$ cat src/hdl/bbn_pkg.sv
// Shared types, constants and the reciprocal table of the 3x3 box blur.
// No dependencies; every other file of the block but bbn_ram imports it.
package bbn_pkg;

  localparam int PIX_W         = 8;
  localparam int BLUR_W        = 12;
  localparam int IMG_W_W       = 11;
  localparam int IMG_H_W       = 12;
  localparam int ROW_W         = 13;  // input row counter reaches height + 1
  localparam int CFG_IDX_W     = 1;
  localparam int CFG_DATA_W    = 12;
  localparam int IN_TDATA_W    = 8;
  localparam int OUT_TDATA_W   = 16;
  localparam int SUM_W         = 12;
  localparam int CNT_W         = 4;
  localparam int NUM_W         = 16;  // 16 * sum + count / 2
  localparam int RECIP_W       = 21;
  localparam int RECIP_SHIFT   = 20;
  localparam int MAX_WIDTH_DEF = 1024;

  localparam logic [IMG_W_W-1:0] IMG_W_RST = 11'd640;
  localparam logic [IMG_H_W-1:0] IMG_H_RST = 12'd480;

  localparam logic [CFG_IDX_W-1:0] REG_IMAGE_WIDTH  = 1'd0;
  localparam logic [CFG_IDX_W-1:0] REG_IMAGE_HEIGHT = 1'd1;

  // per-item control decided when the pixel is taken in
  typedef struct packed {
    logic             emit;
    logic             wr;
    logic             rend;
    logic             fend;
    logic [2:0]       row_ok;
    logic [2:0]       col_ok;
    logic [CNT_W-1:0] cnt;
    logic [PIX_W-1:0] bot;
  } ctl_t;

  // stage holding the scaled sum, ahead of the reciprocal multiply
  typedef struct packed {
    logic [NUM_W-1:0] num;
    logic [CNT_W-1:0] cnt;
    logic             rend;
    logic             fend;
  } sum_t;

  // ceil(2^20 / count); exact quotient for any numerator below 2^16
  function automatic logic [RECIP_W-1:0] recip(input logic [CNT_W-1:0] cnt);
    logic [RECIP_W-1:0] r;
    unique case (cnt)
      4'd2:    r = 21'd524288;
      4'd3:    r = 21'd349526;
      4'd4:    r = 21'd262144;
      4'd6:    r = 21'd174763;
      4'd9:    r = 21'd116509;
      default: r = 21'd1048576;
    endcase
    return r;
  endfunction

endpackage

$ cat src/hdl/bbn_norm.sv
// Output stage of the box blur: divides the rounded sum by the neighbour
// count through a reciprocal multiply. Depends on bbn_pkg.
module bbn_norm (
  input  logic                         clk,
  input  logic                         rst_n,
  input  logic                         c_valid,
  output logic                         c_ready,
  input  bbn_pkg::sum_t                c_item,
  output logic                         out_valid,
  input  logic                         out_ready,
  output logic [bbn_pkg::BLUR_W-1:0]   blurred,
  output logic                         row_end,
  output logic                         frame_end
);
  import bbn_pkg::*;

  logic [NUM_W+RECIP_W-1:0] prod;
  logic                     valid_r, valid_nxt, fire;
  logic [BLUR_W-1:0]        blurred_r;
  logic                     rend_r, fend_r;

  assign c_ready   = !valid_r || out_ready;
  assign fire      = c_valid && c_ready;
  assign prod      = (NUM_W+RECIP_W)'(c_item.num) * (NUM_W+RECIP_W)'(recip(c_item.cnt));
  assign valid_nxt = fire ? 1'b1 : (out_ready ? 1'b0 : valid_r);

  always_ff @(posedge clk) begin
    if (!rst_n) begin
      valid_r <= 1'b0;
    end else begin
      valid_r <= valid_nxt;
    end
  end

  always_ff @(posedge clk) begin
    if (fire) begin
      blurred_r <= prod[RECIP_SHIFT +: BLUR_W];
      rend_r    <= c_item.rend;
      fend_r    <= c_item.fend;
    end
  end

  assign out_valid = valid_r;
  assign blurred   = blurred_r;
  assign row_end   = rend_r;
  assign frame_end = fend_r;

endmodule

$ cat config.mk
export PLATFORM = sky130hd
export DESIGN_NAME = bbn_norm
export DESIGN_NICKNAME = d
export VERILOG_FILES = /design/src/hdl/bbn_pkg.sv /design/src/hdl/bbn_norm.sv
export SDC_FILE = /design/constraint.sdc
export NUM_CORES = 1
export LEC_CHECK = 0
export ABC_AREA = 0
export BUFFER_PORTS_ARGS = -buffer_cell sky130_fd_sc_hd__clkbuf_2
export CAP_MARGIN = 30
export CORE_MARGIN = 2
export CORE_UTILIZATION = 60
export DETAILED_ROUTE_END_ITERATION = 10
export PLACE_DENSITY = 0.79
export SYNTH_ARGS = -nofsm -noshare
export SYNTH_HDL_FRONTEND = slang
export SYNTH_SLANG_ARGS = --single-unit
export TNS_END_PERCENT = 50
$ cat constraint.sdc
create_clock -name clk -period 8.8 [get_ports clk]
set_clock_uncertainty 0.05 [all_clocks]
set_input_delay 1.32 -clock clk [delete_from_list [all_inputs] [get_ports clk]]
set_output_delay 1.32 -clock clk [all_outputs]
set_load 0.02 [all_outputs]
Word level (Yosys, flattened, before mapping)

Index checks and enable logic that the tools add are counted.

Register bits: 15
Latch bits: 0
RAM bits: 0
Bits in read-only memories: 0
Input bits: 26
Word-level logic and storage cells: 17
Memories: 0

Add/subtract/negate cells: 0
Multipliers: 1
Div/mod/pow operators: 0
Order comparisons: 0
Eq/ne operators: 5
Shift operators: 0
Multiplexer cells: 3
Bitwise logic cells: 0
Reductions and logical operators: 4

Operators with widths:

| cell                                                            | count |
|---|---|
| 21-bit case mux with 5 select lines                             | 1 |
| 16-bit by 21-bit multiplier with 32-bit output                  | 1 |
| 4-bit by 2-bit == test with 1-bit output, second input constant | 2 |
| 4-bit by 3-bit == test with 1-bit output, second input constant | 2 |
| 4-bit == test, second input constant                            | 1 |
| 1-bit 2-to-1 mux                                                | 2 |
| 2-bit nonzero test                                              | 1 |
| 1-bit logical AND                                               | 1 |
| 1-bit zero test                                                 | 1 |
| 1-bit logical OR                                                | 1 |

Logic depth before layout (Yosys ltp)

Depth after elaboration: 4
Gate-level depth with buffers: 26
Depth with buffers taken out: 24

Least setup slack after synthesis

No wires, ideal clock.

Path type: input to register
Start point: in c_item[2] (netlist name)
End point: reg blurred_r[8], in the netlist blurred[8], data pin
Setup time: 0.260 ns
Arrival time: 7.413 ns
Required time: 8.490 ns
Path slack: 1.077 ns
Stages on the path: 22
Path buffers: 2
Cell sequence: clkbuf_1 nand2b_1 a21oi_1 clkbuf_1 nand2_1 fa_1 inv_1 fa_1 fa_1 fa_1 fa_1 inv_1 fa_1 inv_1 ha_1 nand2_2 or3_1 or4_4 o311ai_4 o31ai_2 o21bai_2 xor2_1

Longest elaborated chain between the ends: 3

RTL lines:

| item                                             | line           | text |
|---|---|---|
| start, declared                                  | bbn_norm.sv:8  | `input bbn_pkg::sum_t c_item,` |
| 4-bit == test (tied with other cells)            | bbn_pkg.sv:50  | `unique case (cnt)` |
| 21-bit case mux with 5 select lines *            | bbn_pkg.sv:50  |  |
| 16-bit by 21-bit multiplier with 32-bit output * | bbn_norm.sv:24 | `assign prod = (NUM_W+RECIP_W)'(c_item.num) * (NUM_W+RECIP_W)'(recip(c_item.cnt));` |
| via prod[28]                                     | bbn_norm.sv:17 | `logic [NUM_W+RECIP_W-1:0] prod;` |
| end signal, assigned                             | bbn_norm.sv:37 | `blurred_r <= prod[RECIP_SHIFT +: BLUR_W];` |
| end, declared                                    | bbn_norm.sv:19 | `logic [BLUR_W-1:0] blurred_r;` |

The timed path passes the listed nets; every way through them passes the cells marked *.
A chain may end at the register's enable or synchronous reset.

Final worst setup path

Start point: in c_item[2] (netlist name)
End point: reg blurred_r[9], in the netlist blurred[9], data pin

The elaborated chain is that of the path after synthesis.

==> flow_summary.ini <==
[finish]
nNetsFinal = 1219
area_growth_pct = 6.27
final_layout_size_suffix_gt1_frac = 0.0650
diodes = 0
final_common_cell = inv_1
final_cell_mix = 286 x inv_1, 203 x fa_1, 81 x ha_1

[timing]
hold_viol_final = 0
slew_violations = 0
worst_slew_pin_slew_ps = 714
fmax_ghz = 0.126
whs_ps = 484
slew_headroom = 0.521
setup_slack_ps = 861
fin_crit_sh = 0.902
min_period_ps = 7940
setup_viol = 0
rsz0062_at_grt = no
finalSetupTns_ps = 0

[drt]
route.detailed.drc = 0
ant_nets = 0
dr.first_iter.drc_count = 383
post_drt_wl_per_cell_um = 18.0
routed_via_density = 5.30
routed_wl_um = 19500
vias = 5742
drt-pass1-iter-count = 5

[clocking]
post_cts_buffers = 0
cts_num_sinks = 15
cts_hold_buf = 0
cts.path.max_buffers = 2
cts_buffers = 3
htree_levels = 1
cts_tree = built
insertion_delay_ps = 240
clkTransAtPathRegs_ps = 50
cts_resized = 0
root_buffer = clkbuf_16

[yosys]
seq_area_frac_synth = 0.0537
synth_top_area_frac = 0.496
avgSynthCellArea_sq_um = 9.45
synth-seq-cells = 15
synthesis.nets = 1178
syn-cell-area_sq_um = 8200
yosys.area.top_type = fa_1
ys_warn_count = 0
synth_edf_count = 14
synthTopCellsByArea = fa_1 50%, inv_1 13%, ha_1 12%
synthFlopType = edfxtp_1
synth.distinct_cells = 50
syn_inst = 868
async_flop_share = 0

[place]
dp_slack_ps = 697
hpwl_um = 17700
io_buffers = 41
place.gp.congestion = 0.971

[setup_path]
endpoint_kind = register
cp.arrival_ps = 7870
timing_worst_setup_path_type = primary input to register
cp_data_required_time_ps = 8730
crit_fanout = 16
reg2reg_slack_ps = 7430
worst_setup_path_start_kind = primary input

[floorplan]
die_h_um = 121
die_area_sq_um = 14600
num_io_pins = 42
chipWidth_um = 121
num_rows = 42
core_sq_um = 13300
start_util = 0.617

[global_routing]
grt_max_degree = 17
grt_pass1_wl_um = 33000
grt.overflow.total = 0
antenna_found_initial = 0
grt_pass1_vias = 6469
grtUsageTotal = 0.298

[outcome]
status = finished clean

[power_and_ir_drop]
peakVddDrop_v = 0.000165
p_leak_nw = 4.81
powerDensity_nw_per_um2 = 115

[flow_run]
maxCapViolCount = 0

[hold_path]
hold_path.class = register to register
==> synth_stat cells, types with 2 or more instances <==
cell and n:
nand3b_1 2, nor3_1 7, nand2b_1 7, fa_1 203, or3_1 2, a21oi_1 24, a211oi_1 3, a21boi_0 3
nand4_1 2, nor2_1 15, o22ai_1 2, nand2_1 77, and4_1 2, o21ai_0 11, edfxtp_1 14, a31oi_1 2
clkbuf_1 11, o21a_1 2, a21o_1 6, xnor2_1 13, nor4_1 3, inv_1 286, and2_1 52, nand3_1 6
ha_1 81, o211a_1 2, xor2_1 5, o211ai_1 3
==> worst max-delay path, cell delays in order <==
cell and delay (ps):
clkbuf_2 160, and4bb_1 710, and2_1 310, inv_1 80
fa_1 550, inv_1 70, fa_1 500, fa_1 520
fa_1 520, fa_1 510, inv_1 50, fa_1 480
inv_1 40, ha_1 320, nand2_2 90, or3_1 380
or4_4 520, o311ai_4 360, o31ai_2 150, nand3_1 110
o311ai_1 90
==> cell type report <==
class,count,area [sq um]
Sequential cell,15,440
Timing Repair Buffer,49,265
Clock inverter,1,5.00
Tap cell,176,220
Fill cell,1068,4580
Inverter,286,1070
Multi-Input combinational cell,554,6640
Clock buffer,3,75.1
==> power by group <==
group / total [mW] / switching (mW) / internal [mW]
clock: 0.0883 / 0.0276 / 0.0607
combinational: 0.782 / 0.476 / 0.306
sequential: 0.128 / 0.00772 / 0.121
==> logic make-up after synthesis <==
group / synth area share
adders and majority gates: 0.619
xor gates and xnor gates: 0.0192
DFF: 0.0537
muxes: 0.00122
and+or+nand+nor: 0.111
buffers and inverters: 0.137
AOI/OAI and AO/OA: 0.0583
==> sequential cells by signal, indices dropped and copies added (netlist names) <==
register   flops
frame_end      1
blurred       12
out_valid      1
row_end        1
==> stage by stage <==
step | util | std cells | area, sq um | total power [mW]
final | 0.655 | 1084 | 8710 | 0.999
after global routing | 0.655 | 1084 | 8710 | 1.11
after CTS | 0.655 | 1084 | 8710 | 0.999
after detailed placement | 0.649 | 1080 | 8630 | 0.885
after global placement | 0.649 | 1080 | 8630 | 0.883
after floorplan | - | 868 | 8200 | 0.681
==> metal layers <==
layer  global-route usage  share of wire  up-vias
met2                0.511           0.49      239
met5                    0              0        -
met1                0.399           0.42     2798
li1                     -              -     2643
met3               0.0235          0.051       62
met4                0.108          0.047        0
==> final timing paths <==
kind | end | depth (start not counted) | start
max | blurred[9] | 21 | c_item[2]
min | out_valid | 2 | out_valid
max reg2reg | blurred[9] | 2 | out_valid
min reg2reg | out_valid | 2 | out_valid
Note: power is estimated with default switching activity, not from simulation.
