<file path="config.mk">
export PLATFORM = sky130hd
export DESIGN_NAME = bbn_seq
export DESIGN_NICKNAME = d
export VERILOG_FILES = /design/src/hdl/bbn_pkg.sv /design/src/hdl/bbn_seq.sv
export SDC_FILE = /design/constraint.sdc
export NUM_CORES = 1
export LEC_CHECK = 0
export ABC_AREA = 1
export BUFFER_PORTS_ARGS = -buffer_cell sky130_fd_sc_hd__buf_2
export CORE_ASPECT_RATIO = 1.5
export CORE_MARGIN = 1.5
export CORE_UTILIZATION = 65
export CTS_BUF_LIST = sky130_fd_sc_hd__clkbuf_8
export DETAILED_ROUTE_END_ITERATION = 8
export GPL_ROUTABILITY_DRIVEN = 0
export GPL_TIMING_DRIVEN = 1
export PLACE_DENSITY = 0.88
export RECOVER_POWER = 50
export SLEW_MARGIN = 40
export SYNTH_ARGS = -nofsm -noshare
export SYNTH_HDL_FRONTEND = slang
export SYNTH_SLANG_ARGS = --single-unit
</file>
<file path="constraint.sdc">
create_clock -name clk -period 10.21 [get_ports clk]
set_input_delay 1.5315 -clock clk [delete_from_list [all_inputs] [get_ports clk]]
set_output_delay 1.5315 -clock clk [all_outputs]
set_load 0.01 [all_outputs]
</file>
<file path="src/hdl/bbn_pkg.sv">
// Shared types, constants and the reciprocal table of the 3x3 box blur.
// No dependencies; every other file of the block but bbn_ram imports it.
package bbn_pkg;

  localparam int PIX_W         = 8;
  localparam int BLUR_W        = 12;
  localparam int IMG_W_W       = 11;
  localparam int IMG_H_W       = 12;
  localparam int ROW_W         = 13;  // input row counter reaches height + 1
  localparam int CFG_IDX_W     = 1;
  localparam int CFG_DATA_W    = 12;
  localparam int IN_TDATA_W    = 8;
  localparam int OUT_TDATA_W   = 16;
  localparam int SUM_W         = 12;
  localparam int CNT_W         = 4;
  localparam int NUM_W         = 16;  // 16 * sum + count / 2
  localparam int RECIP_W       = 21;
  localparam int RECIP_SHIFT   = 20;
  localparam int MAX_WIDTH_DEF = 1024;

  localparam logic [IMG_W_W-1:0] IMG_W_RST = 11'd640;
  localparam logic [IMG_H_W-1:0] IMG_H_RST = 12'd480;

  localparam logic [CFG_IDX_W-1:0] REG_IMAGE_WIDTH  = 1'd0;
  localparam logic [CFG_IDX_W-1:0] REG_IMAGE_HEIGHT = 1'd1;

  // per-item control decided when the pixel is taken in
  typedef struct packed {
    logic             emit;
    logic             wr;
    logic             rend;
    logic             fend;
    logic [2:0]       row_ok;
    logic [2:0]       col_ok;
    logic [CNT_W-1:0] cnt;
    logic [PIX_W-1:0] bot;
  } ctl_t;

  // stage holding the scaled sum, ahead of the reciprocal multiply
  typedef struct packed {
    logic [NUM_W-1:0] num;
    logic [CNT_W-1:0] cnt;
    logic             rend;
    logic             fend;
  } sum_t;

  // ceil(2^20 / count); exact quotient for any numerator below 2^16
  function automatic logic [RECIP_W-1:0] recip(input logic [CNT_W-1:0] cnt);
    logic [RECIP_W-1:0] r;
    unique case (cnt)
      4'd2:    r = 21'd524288;
      4'd3:    r = 21'd349526;
      4'd4:    r = 21'd262144;
      4'd6:    r = 21'd174763;
      4'd9:    r = 21'd116509;
      default: r = 21'd1048576;
    endcase
    return r;
  endfunction

endpackage

</file>
<file path="src/hdl/bbn_seq.sv">
// Input side of the box blur: configuration registers, raster counters and
// the first pipeline stage. Depends on bbn_pkg.
module bbn_seq #(
  parameter int MAX_WIDTH = bbn_pkg::MAX_WIDTH_DEF
) (
  input  logic                            clk,
  input  logic                            rst_n,
  input  logic                            cfg_we,
  input  logic [bbn_pkg::CFG_IDX_W-1:0]   cfg_index,
  input  logic [bbn_pkg::CFG_DATA_W-1:0]  cfg_data,
  input  logic                            in_valid,
  output logic                            in_ready,
  input  logic [bbn_pkg::PIX_W-1:0]       in_pixel,
  input  logic                            in_drain,
  output logic                            rd_fire,
  output logic [$clog2(MAX_WIDTH)-1:0]    rd_addr,
  output logic                            a_valid,
  input  logic                            a_adv,
  output bbn_pkg::ctl_t                   a_item,
  output logic [$clog2(MAX_WIDTH)-1:0]    a_addr
);
  import bbn_pkg::*;

  localparam int COL_W = $clog2(MAX_WIDTH);
  localparam int WW    = $clog2(MAX_WIDTH + 1);

  logic [IMG_W_W-1:0] width_r;
  logic [IMG_H_W-1:0] height_r;
  logic [COL_W-1:0]   in_col_r, in_col_nxt;
  logic [ROW_W-1:0]   in_row_r, in_row_nxt;
  logic [COL_W-1:0]   out_col_r, out_col_nxt;
  logic [IMG_H_W-1:0] out_row_r, out_row_nxt;
  logic               a_valid_r, a_valid_nxt;
  ctl_t               a_item_r;
  logic [COL_W-1:0]   a_addr_r;

  logic [WW-1:0]      eff_w;
  logic [IMG_H_W-1:0] eff_h;
  logic               complete, take, emit;
  logic [WW-1:0]      in_col_inc;
  logic [1:0]         rows, cols;
  ctl_t               item;

  always_comb begin
    if (width_r == '0) begin
      eff_w = WW'(1);
    end else if (32'(width_r) > 32'(MAX_WIDTH)) begin
      eff_w = WW'(MAX_WIDTH);
    end else begin
      eff_w = WW'(width_r);
    end
    eff_h = (height_r == '0) ? IMG_H_W'(1) : height_r;
  end

  assign complete = in_row_r >= ROW_W'(eff_h);
  assign in_ready = !a_valid_r || a_adv;
  // a drain while the frame is still arriving is swallowed
  assign take     = in_valid && in_ready && (complete || !in_drain);
  assign emit     = (in_row_r >= ROW_W'(2)) || (in_row_r == ROW_W'(1) && in_col_r != '0);

  always_comb begin
    item        = '0;
    item.emit   = emit;
    item.wr     = !complete;
    item.bot    = complete ? '0 : in_pixel;
    item.row_ok = {(ROW_W'(out_row_r) + ROW_W'(1)) < ROW_W'(eff_h), 1'b1, out_row_r != '0};
    item.col_ok = {(WW'(out_col_r) + WW'(1)) < eff_w, 1'b1, out_col_r != '0};
    item.rend   = !item.col_ok[2];
    item.fend   = item.rend && !item.row_ok[2];
    rows        = 2'(item.row_ok[0]) + 2'(item.row_ok[1]) + 2'(item.row_ok[2]);
    cols        = 2'(item.col_ok[0]) + 2'(item.col_ok[1]) + 2'(item.col_ok[2]);
    item.cnt    = CNT_W'(rows) * CNT_W'(cols);
  end

  always_comb begin
    in_col_nxt  = in_col_r;
    in_row_nxt  = in_row_r;
    out_col_nxt = out_col_r;
    out_row_nxt = out_row_r;
    in_col_inc  = WW'(in_col_r) + WW'(1);
    if (cfg_we) begin
      in_col_nxt  = '0;
      in_row_nxt  = '0;
      out_col_nxt = '0;
      out_row_nxt = '0;
    end else if (take) begin
      if (emit && item.fend) begin
        in_col_nxt  = '0;
        in_row_nxt  = '0;
        out_col_nxt = '0;
        out_row_nxt = '0;
      end else begin
        if (emit) begin
          if (item.rend) begin
            out_col_nxt = '0;
            out_row_nxt = out_row_r + IMG_H_W'(1);
          end else begin
            out_col_nxt = COL_W'(WW'(out_col_r) + WW'(1));
          end
        end
        if (in_col_inc >= eff_w) begin
          in_col_nxt = '0;
          in_row_nxt = in_row_r + ROW_W'(1);
        end else begin
          in_col_nxt = COL_W'(in_col_inc);
        end
      end
    end
  end

  assign a_valid_nxt = take ? 1'b1 : (a_adv ? 1'b0 : a_valid_r);

  always_ff @(posedge clk) begin
    if (!rst_n) begin
      width_r   <= IMG_W_RST;
      height_r  <= IMG_H_RST;
      in_col_r  <= '0;
      in_row_r  <= '0;
      out_col_r <= '0;
      out_row_r <= '0;
      a_valid_r <= 1'b0;
    end else begin
      if (cfg_we && cfg_index == REG_IMAGE_WIDTH) begin
        width_r <= cfg_data[IMG_W_W-1:0];
      end
      if (cfg_we && cfg_index == REG_IMAGE_HEIGHT) begin
        height_r <= cfg_data[IMG_H_W-1:0];
      end
      in_col_r  <= in_col_nxt;
      in_row_r  <= in_row_nxt;
      out_col_r <= out_col_nxt;
      out_row_r <= out_row_nxt;
      a_valid_r <= a_valid_nxt;
    end
  end

  always_ff @(posedge clk) begin
    if (take) begin
      a_item_r <= item;
      a_addr_r <= in_col_r;
    end
  end

  assign rd_fire = take;
  assign rd_addr = in_col_r;
  assign a_valid = a_valid_r;
  assign a_item  = a_item_r;
  assign a_addr  = a_addr_r;

endmodule

</file>
# Word level (Yosys, flattened, before mapping)
# Cells that the tools add are included.
# word_totals
regBits	99
elab_cells	78
input_bits	27
out_inout_bits	45
# classes
mul	1
reduce_logical	27
add_sub_neg	9
bitwise	2
n_eq_ne	2
muxes	15
magnitude_cmp	6
# ops
op	count
10-bit 2-to-1 mux	5
12-bit 2-to-1 mux	4
13-bit 2-to-1 mux	2
10-bit by 1-bit adder with 11-bit output (second input constant)	2
11-bit 2-to-1 mux	2
10-bit nonzero test	2
12-bit by 1-bit adder with 13-bit output (second input constant)	1
13-bit by 1-bit adder with 13-bit output (second input constant)	1
13-bit by 1-bit == test with 1-bit output (second input constant)	1
13-bit by 12-bit >= comparator with 1-bit output	1
13-bit by 2-bit >= comparator with 1-bit output (second input constant)	1
13-bit by 12-bit less-than comparator with 1-bit output	1
12-bit by 1-bit adder with 12-bit output (second input constant)	1
12-bit zero test	1
12-bit nonzero test	1
11-bit >= comparator	1
11-bit > comparator (second input constant)	1
11-bit zero test	1
11-bit less-than comparator	1
1-bit logical AND	7
2-bit nonzero test	3
1-bit zero test	5
1-bit by 1-bit adder with 2-bit output (second input constant)	2
2-bit by 1-bit adder with 2-bit output	2
8 further kinds	13

# Longest topological paths before layout
# logic_depth
word_depth	9
depth_mapped	21
depth_no_buf	20

# Worst setup path after synthesis
# Ideal clock, no wire load.
# synth_timing
kind	input to output
from	input a_adv
to	output rd_fire
required_time_ns	8.679
arrival_time_ns	2.516
setup_slack_ns	6.162
stages	6
n_path_buf	2
cell_sequence	inv_1 nand2_1 nand2_1 nor2_2 buf_2 buf_4
# synth_via
elab_chain_cells	3
# synth_rtl
item	line_no	source
start: declaration	bbn_seq.sv:18	input logic a_adv,
1-bit logical OR	bbn_seq.sv:56	assign in_ready = !a_valid_r || a_adv;
via in_ready	bbn_seq.sv:12	output logic in_ready,
1-bit logical AND (2 in series)	bbn_seq.sv:58	assign take = in_valid && in_ready && (complete || !in_drain);
end: declaration	bbn_seq.sv:15	output logic rd_fire,
# The timed path passes the listed nets, and every way through them passes these cells.

# Worst setup path after layout
# layout_timing
from	register height_r[7]
to	output rd_fire
# layout_via
elab_chain_cells	5
# layout_rtl
item	line_no	source
start: declaration	bbn_seq.sv:28	logic [IMG_H_W-1:0] height_r;
start signal: assignment	bbn_seq.sv:127	height_r <= cfg_data[IMG_H_W-1:0];
12-bit zero test	bbn_seq.sv:52	eff_h = (height_r == '0) ? IMG_H_W'(1) : height_r;
12-bit 2-to-1 mux (*)	bbn_seq.sv:52	
13-bit by 12-bit >= comparator with 1-bit output (*)	bbn_seq.sv:55	assign complete = in_row_r >= ROW_W'(eff_h);
1-bit logical OR (*)	bbn_seq.sv:58	
1-bit logical AND (*)	bbn_seq.sv:58	
# Every way passes the cells marked *; elsewhere a longest branch is shown, timed or not.

==> impl_metrics.xml <==
<?xml version="1.0" encoding="UTF-8"?>
<metrics>
  <group name="run_status">
    <metric name="run_status" unit="">completed</metric>
  </group>
  <group name="synth">
    <metric name="ys.warnings.count" unit="">0</metric>
    <metric name="synth.distinct_cells" unit="">38</metric>
    <metric name="postSynth.topFlopCell" unit="">dfxtp_1</metric>
    <metric name="register_bit_count_reported_by_yosys" unit="">99</metric>
    <metric name="synth_cells" unit="">770</metric>
    <metric name="synth-async-reset-ratio" unit="%">0</metric>
    <metric name="synth.top_cell.area_share" unit="%">23.34</metric>
    <metric name="post_synth_instance_area" unit="mm2">0.005918</metric>
    <metric name="yosysTopAreaCell" unit="">dfxtp_1</metric>
    <metric name="synth.avg_cell_area" unit="um2">7.686</metric>
    <metric name="edff_count_synth" unit="">30</metric>
    <metric name="portion_of_the_post_synthesis_area_used_by_sequential_elements" unit="%">38.56</metric>
    <metric name="netlist_top_cells_area" unit="">dfxtp_1 (23%), edfxtp_1 (15%), ha_1 (12%)</metric>
  </group>
  <group name="sta">
    <metric name="setup_viol_count_final" unit="">0</metric>
    <metric name="hold_viol" unit="">0</metric>
    <metric name="timing.max_slew.rel_slack" unit="%">46.88</metric>
    <metric name="timing.final.crit_period" unit="ns">4.156</metric>
    <metric name="final.hold.worst_slack" unit="ns">0.4762</metric>
    <metric name="worst_pin_slew" unit="ns">0.7968</metric>
    <metric name="final_max_slew_viol_count" unit="">0</metric>
    <metric name="grt_setup_unrepaired" unit="">false</metric>
    <metric name="maxClockFrequency" unit="MHz">240.6</metric>
    <metric name="timing.final.crit_share" unit="%">40.70</metric>
    <metric name="final.setup.tns" unit="ns">0</metric>
    <metric name="clock-skew-final" unit="ns">0.01054</metric>
  </group>
  <group name="floorplan">
    <metric name="die_footprint" unit="mm2">0.009698</metric>
    <metric name="boundaryPins" unit="">72</metric>
    <metric name="design.core.area" unit="mm2">0.008828</metric>
    <metric name="chipWidth" unit="um">80.91</metric>
    <metric name="initial_utilization" unit="%">67.04</metric>
    <metric name="floorplan.die.height" unit="um">119.9</metric>
    <metric name="core.rowCount" unit="">42</metric>
  </group>
  <group name="worst_setup_path">
    <metric name="dominant_cell_type_by_count_on_the_critical_path" unit="">nand3_1</metric>
    <metric name="critical_path.max_stage_delay" unit="ns">0.37</metric>
    <metric name="r2r_end" unit="">rd_addr[1]</metric>
    <metric name="arrival" unit="ns">2.62</metric>
    <metric name="crit_path_start_kind" unit="">flip-flop</metric>
    <metric name="ff2ff_setup_slack" unit="ns">6.33</metric>
    <metric name="end_kind" unit="">output pin</metric>
    <metric name="worst-setup-path-type" unit="">reg2out</metric>
    <metric name="worst_path_cell_with_the_longest_stage_delay" unit="">or3_1</metric>
    <metric name="critPathRequiredTime" unit="ns">8.68</metric>
    <metric name="cp_cell_sequence" unit="">nor4_1 -&gt; nand3_1 -&gt; nand2_1 -&gt; ha_1 -&gt; nand4_1 -&gt; or3_1 -&gt; nand3_1 -&gt; nor2_1 -&gt; nor2_4 -&gt; buf_2</metric>
    <metric name="crit_path_max_fanout" unit="">10</metric>
    <metric name="rr_worst_depth" unit="">18</metric>
    <metric name="r2r-start" unit="">out_row_r[0]</metric>
  </group>
  <group name="power">
    <metric name="proportion_of_power_drawn_by_the_clock_network" unit="%">32.6</metric>
    <metric name="share_seq_of_total_power" unit="%">54.5</metric>
    <metric name="irDropWorstVdd" unit="V">0.00009355</metric>
    <metric name="power.static_leakage" unit="nW">2.989</metric>
    <metric name="p_sw" unit="W">0.0002192</metric>
    <metric name="power.share.switching" unit="%">27.93</metric>
    <metric name="powerDensity" unit="mW/mm2">121.7</metric>
    <metric name="cellInternalPower" unit="W">0.0005658</metric>
    <metric name="share_comb_of_total_power" unit="%">12.9</metric>
  </group>
  <group name="job">
    <metric name="timing.max_cap.violations" unit="">0</metric>
  </group>
  <group name="clocking">
    <metric name="postCtsHoldBufs" unit="">0</metric>
    <metric name="root_buffer" unit="">clkbuf_8</metric>
    <metric name="cts.repair_timing.setup_buffer_count" unit="">0</metric>
    <metric name="clock-sinks" unit="">99</metric>
    <metric name="cts.path.max_buffers" unit="">2</metric>
    <metric name="tritoncts" unit="">built</metric>
    <metric name="clkLatencyLatePin" unit="ns">0.39</metric>
    <metric name="clkSlewWorstSetupHoldPaths" unit="ns">0.09</metric>
    <metric name="post_cts_resize_count" unit="">0</metric>
    <metric name="tritoncts.num_buffers" unit="">9</metric>
    <metric name="cts-htree-levels" unit="">3</metric>
  </group>
  <group name="routing">
    <metric name="post_drt_via_cell_ratio" unit="">5.708</metric>
    <metric name="drt-total-wl" unit="um">14080</metric>
    <metric name="drt_drc_violations_left" unit="">0</metric>
    <metric name="post_drt_wl_per_cell" unit="um">14.83</metric>
    <metric name="postRouteAntennaNets" unit="">0</metric>
    <metric name="vias" unit="">5417</metric>
    <metric name="initialDrtViolationCount" unit="">374</metric>
    <metric name="drt_first_pass_iters" unit="">5</metric>
  </group>
  <group name="global_route">
    <metric name="grtUsageTotal" unit="%">30.89</metric>
    <metric name="grt_first_pass_wirelength" unit="um">23160</metric>
    <metric name="global_route.overflow_total" unit="">0</metric>
    <metric name="antenna_found_initial" unit="">0</metric>
    <metric name="grt_pass1_vias" unit="">5226</metric>
    <metric name="grt_max_degree" unit="">69</metric>
  </group>
  <group name="worst_hold_path">
    <metric name="hold-path-cell-count" unit="">2</metric>
    <metric name="worst_hold_path.endpoint" unit="">height_r[0]</metric>
    <metric name="holdCritPathClass" unit="">reg2reg</metric>
    <metric name="min_from" unit="">height_r[0]</metric>
  </group>
  <group name="layout">
    <metric name="antenna_cells" unit="">0</metric>
    <metric name="most_common_cell_after_layout_fill_and_taps_aside" unit="">nand2_1</metric>
    <metric name="synthToLayoutAreaGrowth" unit="%">9.006</metric>
    <metric name="nNetsFinal" unit="">917</metric>
    <metric name="filler_cell_count" unit="">703</metric>
    <metric name="layout.cells.most_common_list" unit="">nand2_1 (139), inv_1 (122), nor2_1 (92), dfxtp_1 (69), nand3_1 (60)</metric>
    <metric name="fraction_of_layout_cells_with_a_size_suffix_above_1" unit="%">7.986</metric>
  </group>
  <group name="place">
    <metric name="dp_hpwl" unit="um">10670</metric>
    <metric name="place.port_buffers" unit="">69</metric>
  </group>
</metrics>
[layer usage]
layer  track usage (%)  part of all wire, %  vias to the layer above
met2             53.96                   53                      226
li1                  -                    -                     2644
met1             34.73                   37                     2494
met4             16.16                  4.3                        0
met5                 0                    0                        -
met3             5.627                  6.0                       53
[final cells by class]
type	count	area, um2	area share, %
tap	110	137.6	2.133
timing repair buffer	71	307.8	4.771
sequential	99	2282	35.38
clock inverter	7	71.32	1.106
clock buffer	9	123.9	1.920
inverter	122	457.9	7.099
multi-input combinational	531	3070	47.59
[cell usage after synthesis, types with 4 or more instances]
master and count:
a21oi_1 41, a21oi_2 8, buf_2 4, clkbuf_1 10, dfxtp_1 69, edfxtp_1 30
ha_1 56, inv_1 120, nand2_1 139, nand2_2 4, nand3_1 59, nand4_1 12
nor2_1 92, nor3_1 10, nor4_1 10, o211ai_1 5, o21ai_0 43, xor2_1 28
[per-stage QoR]
step | setup WS (ns) | instances | area, um2 | total power [W] | utilization, %
after floorplan | 6.162 | 771 | 5922 | 0.0005082 | -
after global placement | 6.612 | 933 | 6314 | 0.0005319 | 71.51
after detailed placement | 6.417 | 933 | 6314 | 0.0005381 | 71.51
after CTS | 6.222 | 949 | 6509 | 0.0007886 | 73.72
after global routing | 5.762 | 949 | 6451 | 0.0008165 | 73.07
final | 6.054 | 949 | 6451 | 0.0007851 | 73.07
[worst max path at each step]
| stage | cells after the start | end | start |
|---|---|---|---|
| floorplan | 6 | rd_fire | a_adv |
| global placement | 6 | rd_fire | a_adv |
| detailed placement | 18 | rd_addr[4] | out_row_r[0] |
| CTS | 10 | rd_fire | height_r[7] |
| global route | 10 | rd_fire | height_r[7] |
| finish | 10 | rd_fire | height_r[7] |
[flip-flops by register name (all words and copies together), names as in the netlist]
name       cells
a_addr        10
a_item        20
a_valid        1
height_r      12
in_row_r      13
out_col_r     10
out_row_r     12
rd_addr       10
width_r       11
[kinds of logic after synthesis]
logic type | share of synthesized area [%]
fa+ha+maj | 11.84
flops | 38.56
buf+inv | 9.620
compound gates | 10.21
other cells | 0.06336
simple gates | 25.39
xor+xnor | 4.144
mux | 0.1691
[worst max-delay path: cells and delay by family, from the launching register on]
family	cells	cell delay, ns
fa+ha+maj	1	0.15
buf+inv	1	0.15
flops	1	0.32
simple gates	8	1.60
[power groups by stage]
| stage | sequential, W | combinational, W | clock, W |
|---|---|---|---|
| floorplan | 0.000438 | 0.0000697 | 0 |
| global placement | 0.000436 | 0.0000957 | 0 |
| detailed placement | 0.000437 | 0.000101 | 0 |
| CTS | 0.000428 | 0.000102 | 0.000259 |
| global route | 0.000430 | 0.000114 | 0.000272 |
| finish | 0.000428 | 0.000101 | 0.000256 |
Power figures use the tool's default switching activity.
